$ cat config.mk
export PLATFORM = sky130hd
export DESIGN_NAME = multi_sensor_fault_detector_unit
export DESIGN_NICKNAME = d
export VERILOG_FILES = /design/src/rtl/core/msfd_pkg.sv /design/src/rtl/core/msfd_stats.sv /design/src/rtl/core/msfd_window.sv /design/src/rtl/core/multi_sensor_fault_detector_unit.sv
export SDC_FILE = /design/constraint.sdc
export NUM_CORES = 2
export LEC_CHECK = 0
export BUFFER_PORTS_ARGS = -buffer_cell sky130_fd_sc_hd__buf_4
export CORE_ASPECT_RATIO = 0.8
export CORE_UTILIZATION = 55
export CTS_CLUSTER_DIAMETER = 100
export DETAILED_ROUTE_END_ITERATION = 8
export PLACE_DENSITY = 0.73
export SYNTH_ARGS = -nofsm -noshare
export SYNTH_HDL_FRONTEND = slang
export SYNTH_HIERARCHICAL = 1
export SYNTH_SLANG_ARGS = --single-unit
$ cat constraint.sdc
create_clock -name clk -period 52.3 [get_ports clk]
set_clock_uncertainty 0.05 [all_clocks]
set_input_delay 10.46 -clock clk [delete_from_list [all_inputs] [get_ports clk]]
set_output_delay 10.46 -clock clk [all_outputs]
set_load 0.03 [all_outputs]
$ cat src/rtl/core/msfd_pkg.sv
package msfd_pkg;

    // Number of items in one non-overlapping accumulation window (2 to 16)
    localparam int WINDOW_LENGTH = 10;
    localparam int POS_W         = (WINDOW_LENGTH > 2) ? $clog2(WINDOW_LENGTH) : 1;

    localparam int NUM_SENSORS  = 4;
    localparam int SENSOR_IDX_W = 2;
    localparam int SAMPLE_W     = 10;
    localparam int SUM_W        = 12;   // cross-sensor sum
    localparam int SUMSQ_W      = 22;   // sum of four squared samples
    localparam int SPREAD_W     = 22;   // 4*sumsq - sum^2
    localparam int WSUM_W       = 14;   // per-sensor window sum
    localparam int VTHR_W       = 19;
    localparam int DTHR_W       = 10;
    localparam int DIST_W       = 17;   // scaled distances and their limit

    localparam logic [VTHR_W-1:0] VTHR_RESET = VTHR_W'(40000);
    localparam logic [DTHR_W-1:0] DTHR_RESET = DTHR_W'(150);

    localparam int CFG_IDX_W  = 1;
    localparam int CFG_DATA_W = VTHR_W;

    typedef enum logic [CFG_IDX_W-1:0] {
        CFG_VAR_THR  = 1'b0,
        CFG_DIST_THR = 1'b1
    } cfg_reg_t;

    localparam int IN_TDATA_W  = 40;
    localparam int OUT_TDATA_W = 96;

    typedef logic [NUM_SENSORS-1:0][SAMPLE_W-1:0] sample_arr_t;
    typedef logic [NUM_SENSORS-1:0][WSUM_W-1:0]   wsum_arr_t;

    // Window and fault-test outcome for one item
    typedef struct packed {
        logic                    window_end;
        logic                    fault_found;
        logic [SENSOR_IDX_W-1:0] faulty_sensor;
        wsum_arr_t               sums;
    } win_result_t;

endpackage

$ cat src/rtl/core/msfd_stats.sv
module msfd_stats
    import msfd_pkg::*;
(
    input  sample_arr_t         samples,
    output logic [SUM_W-1:0]    cross_sum,
    output logic [SPREAD_W-1:0] spread_x16
);

    logic [SUM_W-1:0]     sum_w;
    logic [SUMSQ_W-1:0]   sumsq_w;
    logic [SUMSQ_W+1:0]   spread_full;

    always_comb
    begin
        sum_w   = '0;
        sumsq_w = '0;
        for (int i = 0; i < NUM_SENSORS; i++)
        begin
            sum_w   = sum_w + SUM_W'(samples[i]);
            sumsq_w = sumsq_w + SUMSQ_W'(samples[i] * samples[i]);
        end
    end

    // Sixteen times the population variance, never negative
    assign spread_full = {sumsq_w, 2'b00} - (SUMSQ_W+2)'(sum_w * sum_w);
    assign cross_sum   = sum_w;
    assign spread_x16  = spread_full[SPREAD_W-1:0];

endmodule

$ cat src/rtl/core/msfd_window.sv
module msfd_window
    import msfd_pkg::*;
(
    input  logic                clk,
    input  logic                rst_n,
    input  logic                advance,
    input  sample_arr_t         samples,
    input  logic [SUM_W-1:0]    cross_sum,
    input  logic [SPREAD_W-1:0] spread_x16,
    input  logic [VTHR_W-1:0]   variance_threshold,
    input  logic [DTHR_W-1:0]   distance_threshold,
    output win_result_t         result
);

    wsum_arr_t              sums_reg;
    wsum_arr_t              sums_next;
    logic [POS_W-1:0]       pos_reg;
    logic [POS_W-1:0]       pos_next;

    wsum_arr_t              sums_upd;
    logic                   last_item;
    logic                   var_ok;
    logic [DIST_W-1:0]      scaled_mean;
    logic [DIST_W-1:0]      dist_limit;
    logic [DIST_W-1:0]      scaled_w;
    logic [DIST_W-1:0]      sensor_dist [NUM_SENSORS];
    logic [DIST_W-1:0]      best;
    logic [SENSOR_IDX_W-1:0] best_idx;
    logic                   fault;

    always_comb
    begin
        for (int i = 0; i < NUM_SENSORS; i++)
        begin
            sums_upd[i] = sums_reg[i] + WSUM_W'(samples[i]);
        end
    end

    // Anything at or past the final slot closes the window
    assign last_item   = (pos_reg >= POS_W'(WINDOW_LENGTH - 1));
    assign var_ok      = ({1'b0, spread_x16} >= {variance_threshold, 4'b0000});
    assign scaled_mean = DIST_W'(WINDOW_LENGTH) * DIST_W'(cross_sum);
    assign dist_limit  = DIST_W'(4 * WINDOW_LENGTH) * DIST_W'(distance_threshold);

    always_comb
    begin
        scaled_w = '0;
        for (int i = 0; i < NUM_SENSORS; i++)
        begin
            scaled_w       = DIST_W'({sums_upd[i], 2'b00});
            sensor_dist[i] = (scaled_w >= scaled_mean) ? (scaled_w - scaled_mean)
                                                       : (scaled_mean - scaled_w);
        end
    end

    // Strictly greater keeps the lower index on a tie
    always_comb
    begin
        best     = '0;
        best_idx = '0;
        for (int i = 0; i < NUM_SENSORS; i++)
        begin
            if (sensor_dist[i] > best)
            begin
                best     = sensor_dist[i];
                best_idx = SENSOR_IDX_W'(i);
            end
        end
    end

    assign fault = last_item && var_ok && (best > dist_limit);

    always_comb
    begin
        result.window_end    = last_item;
        result.fault_found   = fault;
        result.faulty_sensor = fault ? best_idx : '0;
        result.sums          = last_item ? sums_upd : '0;
    end

    always_comb
    begin
        sums_next = sums_reg;
        pos_next  = pos_reg;
        if (advance)
        begin
            if (last_item)
            begin
                sums_next = '0;
                pos_next  = '0;
            end
            else
            begin
                sums_next = sums_upd;
                pos_next  = pos_reg + POS_W'(1);
            end
        end
    end

    always_ff @(posedge clk or negedge rst_n)
    begin
        if (!rst_n)
        begin
            sums_reg <= '0;
            pos_reg  <= '0;
        end
        else
        begin
            sums_reg <= sums_next;
            pos_reg  <= pos_next;
        end
    end

endmodule

$ cat src/rtl/core/multi_sensor_fault_detector_unit.sv
// Channel   Direction  Transaction
// --------  ---------  -------------------------------------------------------
// s_*       in         four 10-bit sensor samples
// m_*       out        cross sum, spread, window sums, fault verdict; tlast
//                      marks the item that closes a window
// cfg_*     in         threshold register write (index, data), always ready
//
// One item per cycle sustained while m_tready stays high. An input transaction
// passes through an input register, then one pass of stats and fault-test logic
// into the result register. The window accumulators update as an item moves
// from the input register into the result register.
// Reset clears both stage valids, the window sums and position, and loads
// the thresholds with their defaults. A stalled result holds; the input stage
// accepts while it is empty or the result register is free or being drained.
module multi_sensor_fault_detector_unit
    import msfd_pkg::*;
(
    input  logic                   clk,
    input  logic                   rst_n,

    input  logic                   s_tvalid,
    output logic                   s_tready,
    // [9:0] sample_a, [19:10] sample_b, [29:20] sample_c, [39:30] sample_d
    input  logic [IN_TDATA_W-1:0]  s_tdata,

    output logic                   m_tvalid,
    input  logic                   m_tready,
    // [11:0] cross_sum, [33:12] spread_x16, [34] fault_found,
    // [36:35] faulty_sensor, [50:37] window_sum_a, [64:51] window_sum_b,
    // [78:65] window_sum_c, [92:79] window_sum_d, [95:93] zero
    output logic [OUT_TDATA_W-1:0] m_tdata,
    output logic                   m_tlast,    // window_end

    input  logic                   cfg_valid,
    output logic                   cfg_ready,
    input  logic [CFG_IDX_W-1:0]   cfg_index,
    input  logic [CFG_DATA_W-1:0]  cfg_data
);

    // Threshold registers
    logic [VTHR_W-1:0]   vthr_reg;
    logic [VTHR_W-1:0]   vthr_next;
    logic [DTHR_W-1:0]   dthr_reg;
    logic [DTHR_W-1:0]   dthr_next;

    // Input stage
    logic                in_valid_reg;
    logic                in_valid_next;
    sample_arr_t         in_samples_reg;
    sample_arr_t         in_samples_next;

    // Result stage
    logic                out_valid_reg;
    logic                out_valid_next;
    logic [SUM_W-1:0]    out_sum_reg;
    logic [SUM_W-1:0]    out_sum_next;
    logic [SPREAD_W-1:0] out_spread_reg;
    logic [SPREAD_W-1:0] out_spread_next;
    win_result_t         out_win_reg;
    win_result_t         out_win_next;

    logic                in_take;
    logic                out_free;
    logic                advance;
    logic [SUM_W-1:0]    cross_sum_w;
    logic [SPREAD_W-1:0] spread_w;
    win_result_t         win_w;

    assign cfg_ready = 1'b1;

    // The result register frees when empty or drained this cycle; the input
    // register moves forward whenever the result register frees.
    assign out_free = !out_valid_reg || m_tready;
    assign advance  = in_valid_reg && out_free;
    assign s_tready = !in_valid_reg || out_free;
    assign in_take  = s_tvalid && s_tready;

    msfd_stats u_stats (
        .samples    (in_samples_reg),
        .cross_sum  (cross_sum_w),
        .spread_x16 (spread_w)
    );

    msfd_window u_window (
        .clk                (clk),
        .rst_n              (rst_n),
        .advance            (advance),
        .samples            (in_samples_reg),
        .cross_sum          (cross_sum_w),
        .spread_x16         (spread_w),
        .variance_threshold (vthr_reg),
        .distance_threshold (dthr_reg),
        .result             (win_w)
    );

    // Register writes; data is cut to the register's width
    always_comb
    begin
        vthr_next = vthr_reg;
        dthr_next = dthr_reg;
        if (cfg_valid)
        begin
            case (cfg_reg_t'(cfg_index))
                CFG_VAR_THR:  vthr_next = cfg_data[VTHR_W-1:0];
                CFG_DIST_THR: dthr_next = cfg_data[DTHR_W-1:0];
                default:      vthr_next = vthr_reg;
            endcase
        end
    end

    always_comb
    begin
        in_valid_next   = in_valid_reg;
        in_samples_next = in_samples_reg;
        if (in_take)
        begin
            in_valid_next = 1'b1;
            for (int i = 0; i < NUM_SENSORS; i++)
            begin
                in_samples_next[i] = s_tdata[i*SAMPLE_W +: SAMPLE_W];
            end
        end
        else if (advance)
        begin
            in_valid_next = 1'b0;
        end
    end

    always_comb
    begin
        out_valid_next  = out_valid_reg;
        out_sum_next    = out_sum_reg;
        out_spread_next = out_spread_reg;
        out_win_next    = out_win_reg;
        if (advance)
        begin
            out_valid_next  = 1'b1;
            out_sum_next    = cross_sum_w;
            out_spread_next = spread_w;
            out_win_next    = win_w;
        end
        else if (m_tready)
        begin
            out_valid_next = 1'b0;
        end
    end

    always_ff @(posedge clk or negedge rst_n)
    begin
        if (!rst_n)
        begin
            vthr_reg      <= VTHR_RESET;
            dthr_reg      <= DTHR_RESET;
            in_valid_reg  <= 1'b0;
            out_valid_reg <= 1'b0;
        end
        else
        begin
            vthr_reg      <= vthr_next;
            dthr_reg      <= dthr_next;
            in_valid_reg  <= in_valid_next;
            out_valid_reg <= out_valid_next;
        end
    end

    // Payload registers carry no reset
    always_ff @(posedge clk)
    begin
        in_samples_reg <= in_samples_next;
        out_sum_reg    <= out_sum_next;
        out_spread_reg <= out_spread_next;
        out_win_reg    <= out_win_next;
    end

    assign m_tvalid = out_valid_reg;
    assign m_tlast  = out_win_reg.window_end;
    assign m_tdata  = {3'b000,
                       out_win_reg.sums[3],
                       out_win_reg.sums[2],
                       out_win_reg.sums[1],
                       out_win_reg.sums[0],
                       out_win_reg.faulty_sensor,
                       out_win_reg.fault_found,
                       out_spread_reg,
                       out_sum_reg};

    // Input side stalls only when both stages hold an item and output is blocked
    a_stall_only_when_full: assert property (
        @(posedge clk) disable iff (!rst_n)
        !s_tready |-> (in_valid_reg && out_valid_reg && !m_tready))
        else $error("input stalled while a stage was free");

    // A fault can only be reported on the item that closes a window
    a_fault_needs_window_end: assert property (
        @(posedge clk) disable iff (!rst_n)
        (m_tvalid && m_tdata[34]) |-> m_tlast)
        else $error("fault reported outside window end");

    // Window sums and sensor index read zero mid-window
    a_mid_window_zero: assert property (
        @(posedge clk) disable iff (!rst_n)
        (m_tvalid && !m_tlast) |-> (m_tdata[95:35] == '0))
        else $error("window fields nonzero mid-window");

    // An item in the input register reaches the result register next cycle
    // whenever the result register was free
    a_advance: assert property (
        @(posedge clk) disable iff (!rst_n)
        (in_valid_reg && out_free) |=> out_valid_reg)
        else $error("item failed to advance into result register");

endmodule
**Yosys cells after proc, flatten, opt, wreduce, memory -nomap -nowiden**

Index checks and enable logic that the tools add are counted.

- Bitwise logic cells: 1
- Magnitude comparators: 11
- $add $sub $neg: 20
- Muxes and demuxes: 17
- Multipliers: 7
- Reduce and logical (&&, ||, !) cells: 12

Operators by type and width:

| operator | number |
|---|---|
| 17-bit 2-to-1 mux | 8 |
| 16-bit by 16-bit subtractor with 17-bit output | 8 |
| 10-bit by 10-bit multiplier with 20-bit output | 4 |
| 16-bit greater-or-equal comparator | 4 |
| 20-bit adder | 3 |
| 14-bit by 10-bit adder with 14-bit output | 4 |
| 56-bit 2-to-1 mux | 1 |
| 17-bit greater-than comparator | 3 |
| 12-bit by 10-bit adder with 12-bit output | 2 |
| 22-bit by 23-bit greater-or-equal comparator with 1-bit output | 1 |
| 12-bit by 12-bit multiplier with 22-bit output | 1 |
| 22-bit subtractor | 1 |
| 17-bit by 1-bit greater-than comparator with 1-bit output (second input constant) | 1 |
| 17-bit by 16-bit greater-than comparator with 1-bit output | 1 |
| 3-bit by 12-bit multiplier with 15-bit output (first input constant) | 1 |
| 3-bit by 10-bit multiplier with 13-bit output (first input constant) | 1 |
| 10-bit by 10-bit adder with 11-bit output | 1 |
| 1-bit 2-to-1 mux | 5 |
| 4-bit by 1-bit adder with 4-bit output (second input constant) | 1 |
| 4-bit greater-or-equal comparator (second input constant) | 1 |
| 1-bit logical AND | 4 |
| 2-bit 2-to-1 mux | 2 |
| 4-bit 2-to-1 mux | 1 |
| 2-bit AND reduction | 2 |
| other kinds (4) | 7 |

- Output and inout bits: 100
- Word-level logic and storage cells: 90
- Input bits: 65
- Bits in registers: 225

**Longest topological paths before layout**

- Depth after elaboration: 16
- Gate-level depth with buffers: 89
- Gate-level depth less buffers: 85

**Cells and area by module**

Netlist, hierarchy kept.

By module, submodules not included:

| module | cells an instance | instances | area each (sq um) |
|---|---|---|---|
| msfd_stats | 1,765 | 1 | 16,216.8 |
| msfd_window | 1,854 | 1 | 13,919.6 |
| multi_sensor_fault_detector_unit | 210 | 1 | 5,302.6 |

**Worst setup path before layout**

No wires, ideal clock.

- Path type: input-to-output
- From: input port m_tready
- To: output port s_tready
- Buffers on the path: 0
- Arrival: 10.806 ns
- Stages: 1
- Data required time: 41.790 ns
- Path slack: 30.984 ns
- Cell sequence: nand3b_1

- Longest elaborated chain between the ends: 2

Ends and longest elaborated chain:

| element | line | source |
|---|---|---|
| from (decl) | multi_sensor_fault_detector_unit.sv:27 | `input logic m_tready,` |
| 1-bit logical OR | multi_sensor_fault_detector_unit.sv:73 | `assign out_free = !out_valid_reg \|\| m_tready;` |
| 1-bit logical OR | multi_sensor_fault_detector_unit.sv:75 | `assign s_tready = !in_valid_reg \|\| out_free;` |
| to (decl) | multi_sensor_fault_detector_unit.sv:22 | `output logic s_tready,` |

No other way between the ends.

**Final worst setup path**

Ends and elaborated chain as after synthesis.

==> results.sh <==
export IMPL_seq_area_frac_synth_pct=17.8
export IMPL_nets=4910
export IMPL_synth_cell_type_count=106
export IMPL_required_ns=41.79
export IMPL_hold_path_end="vthr_reg[7]"
export IMPL_fmax_mhz=46.6
export IMPL_root_buffer="clkbuf_16"
export IMPL_end_kind="output port"
export IMPL_route_detailed_drc=2
export IMPL_dr_pass1_iters=7
export IMPL_gp_congestion=1.01
export IMPL_setup_viol=0
export IMPL_min_path_cells=1
export IMPL_finalInstanceArea_sq_um=38600
export IMPL_ios=165
export IMPL_wl_um=95700
export IMPL_ant_nets=0
export IMPL_ys_warn_count=6
export IMPL_cp_start_kind="input port"
export IMPL_wire_per_inst_um=19.8
export IMPL_cts_tree="built"
export IMPL_syn_area_per_cell_sq_um=9.26
export IMPL_grt_pass1_wl_um=151000
export IMPL_die_x_um=286
export IMPL_synthFlopType="edfxtp_1"
export IMPL_regToRegSetupSlack_ns=32.06
export IMPL_maxCapViolations=0
export IMPL_drt_iter0_markers=2503
export IMPL_coreArea_sq_um=63200
export IMPL_hp_class="reg -> reg"
export IMPL_reg2reg_depth=80
export IMPL_path_common_cell="buf_4"
export IMPL_min_period_over_period_pct=41.0
export IMPL_worstSetupPathType="in -> out"
export IMPL_rows=82
export IMPL_ctsHtreeMaxLevel=1
export IMPL_grt_use_total_pct=29.7
export IMPL_outcome="finished, violations left"
export IMPL_synthCells=3829
export IMPL_dp_hpwl_um=77200
export IMPL_grt_overflow_total=0
export IMPL_synth_seq_cells=225
export IMPL_cts_buffer_depth=3
export IMPL_violations="design-rule violations"
export IMPL_cp_arrival_ns=10.95
export IMPL_critPathSlowestCell="nand3b_1"
export IMPL_worstSkewPairLatency_ns=0.59
export IMPL_cts_resized=0
export IMPL_initial_core_util_pct=56.1
export IMPL_clkTransAtPathRegs_ns=0.06
export IMPL_min_period_ns=21.46
export IMPL_cts_hold_buf=0
export IMPL_placed_area_sq_um=37600
export IMPL_synth_edf_count=134
export IMPL_drv_slew=0
export IMPL_placement_io_buffers=160
export IMPL_numCtsBuffers=28
export IMPL_r2r_start="in_samples_reg[14]"
export IMPL_fin_tns_setup_ns=0
export IMPL_cp_cell_sequence="buf_4 -> nand3b_1 -> buf_4"
export IMPL_ys_async_sr_fraction_pct=40.4
export IMPL_largest_register_ffs=59
export IMPL_slew_limit_headroom_pct=25.6
export IMPL_die_area_sq_um=65500
export IMPL_worstMarginPinSlew_ns=1.12
export IMPL_rsz0062_at_grt="false"
export IMPL_syn_cell_area_sq_um=35400
export IMPL_path_max_fanout=3
export IMPL_post_cts_buffers=0
export IMPL_slowest_delay_ns=0.19
export IMPL_finalHoldViolations=0
export IMPL_worstReg2RegEnd="m_tdata[36]"
export IMPL_antenna_found_initial=0
export IMPL_hold_start="vthr_reg[7]"
export IMPL_grt_pass1_vias=26900
export IMPL_cts_sinks=225
export IMPL_area_growth_syn_to_layout_pct=8.78
export IMPL_fp_dieH_um=229
export IMPL_via_per_inst=5.66
export IMPL_vias=27300
export IMPL_grt_max_degree=76
export IMPL_drive_above_1_share_pct=9.19
-- through the flow --
step	setup WS (ns)	utilization [%]	instances	hold WS (ns)
2_1_floorplan	30.98	-	3831	0.399
3_3_place_gp	30.86	59.5	4772	0.438
3_5_place_dp	30.85	59.5	4772	0.443
4_1_cts	30.85	61.0	4824	0.459
5_1_grt	30.70	61.0	4824	0.477
6_report	30.84	61.0	4825	0.457
-- synth_stat cells (all sizes together), types with 21 or more instances --
cell type	number	area, sq um
inv	800	3000
ha	454	5680
fa	429	8590
nand2	228	861
nor2	202	761
a21oi	175	880
and2	144	903
o21ai	140	701
edfxtp	134	4020
xnor2	119	1040
clkbuf	89	334
dfrtp	82	2050
a21o	74	556
nand3	69	360
xor2	58	508
nor2b	44	283
mux2	43	522
o22ai	40	250
o21a	37	278
mux2i	34	340
a31oi	33	228
nand2b	30	188
and3	29	181
o21bai	28	221
nand4	27	175
nor3	24	131
buf	22	165
o211ai	21	158
-- area by class of cell --
cell class | instances | area [sq um]
Timing Repair Buffer | 212 | 1590
Clock inverter | 19 | 195
Multi-Input combinational cell | 2693 | 25600
Antenna cell | 1 | 2.50
Clock buffer | 33 | 751
Inverter | 802 | 3010
Tap cell | 840 | 1050
Fill cell | 5429 | 24600
Sequential cell | 225 | 6310
-- worst max-delay path: cells and delay by family --
family | cells | cell delay [ns]
buf+inv | 2 | 0.30
simple gates | 1 | 0.19
-- metal layers --
layer	wire (um)	vias to the layer above	GRT usage [%]
met2	40000	1052	43.2
met4	2400	0	6.78
met5	0	-	0
met3	8930	121	5.50
met1	44400	13300	45.5
li1	-	12800	-
-- cells by family (layout without fill, tap and decap cells) --
| group | after synthesis | in the layout | synth area share [%] |
|---|---|---|---|
| buf+inv | 913 | 1066 | 9.90 |
| fa+ha+maj | 893 | 893 | 40.6 |
| mux | 78 | 78 | 2.50 |
| compound gates | 685 | 685 | 12.7 |
| flops | 225 | 225 | 17.8 |
| xor+xnor | 177 | 177 | 4.37 |
| simple gates | 856 | 856 | 12.1 |
| other cells | 2 | 5 | 0.0212 |
-- layout by cell type, fill, tap and decap left out, types with 121 or more instances in the layout --
| cell | n |
|---|---|
| a21oi_1 | 174 |
| inv_1 | 799 |
| o21ai_0 | 121 |
| nand2_1 | 225 |
| ha_1 | 454 |
| buf_4 | 212 |
| edfxtp_1 | 134 |
| fa_1 | 429 |
| and2_1 | 141 |
| nor2_1 | 201 |
-- how the worst max path moves through the flow --
| stage | depth (start not counted) | to | from |
|---|---|---|---|
| final | 3 | s_tready | m_tready |
| after global placement | 3 | s_tready | m_tready |
| after floorplan | 1 | s_tready | m_tready |
| after CTS | 3 | s_tready | m_tready |
| after global routing | 80 | m_tdata[36] | in_samples_reg[22] |
| after detailed placement | 3 | s_tready | m_tready |
Power is not shown: default switching activity piles up to over one toggle a cycle in this logic, so the estimate is an artifact.
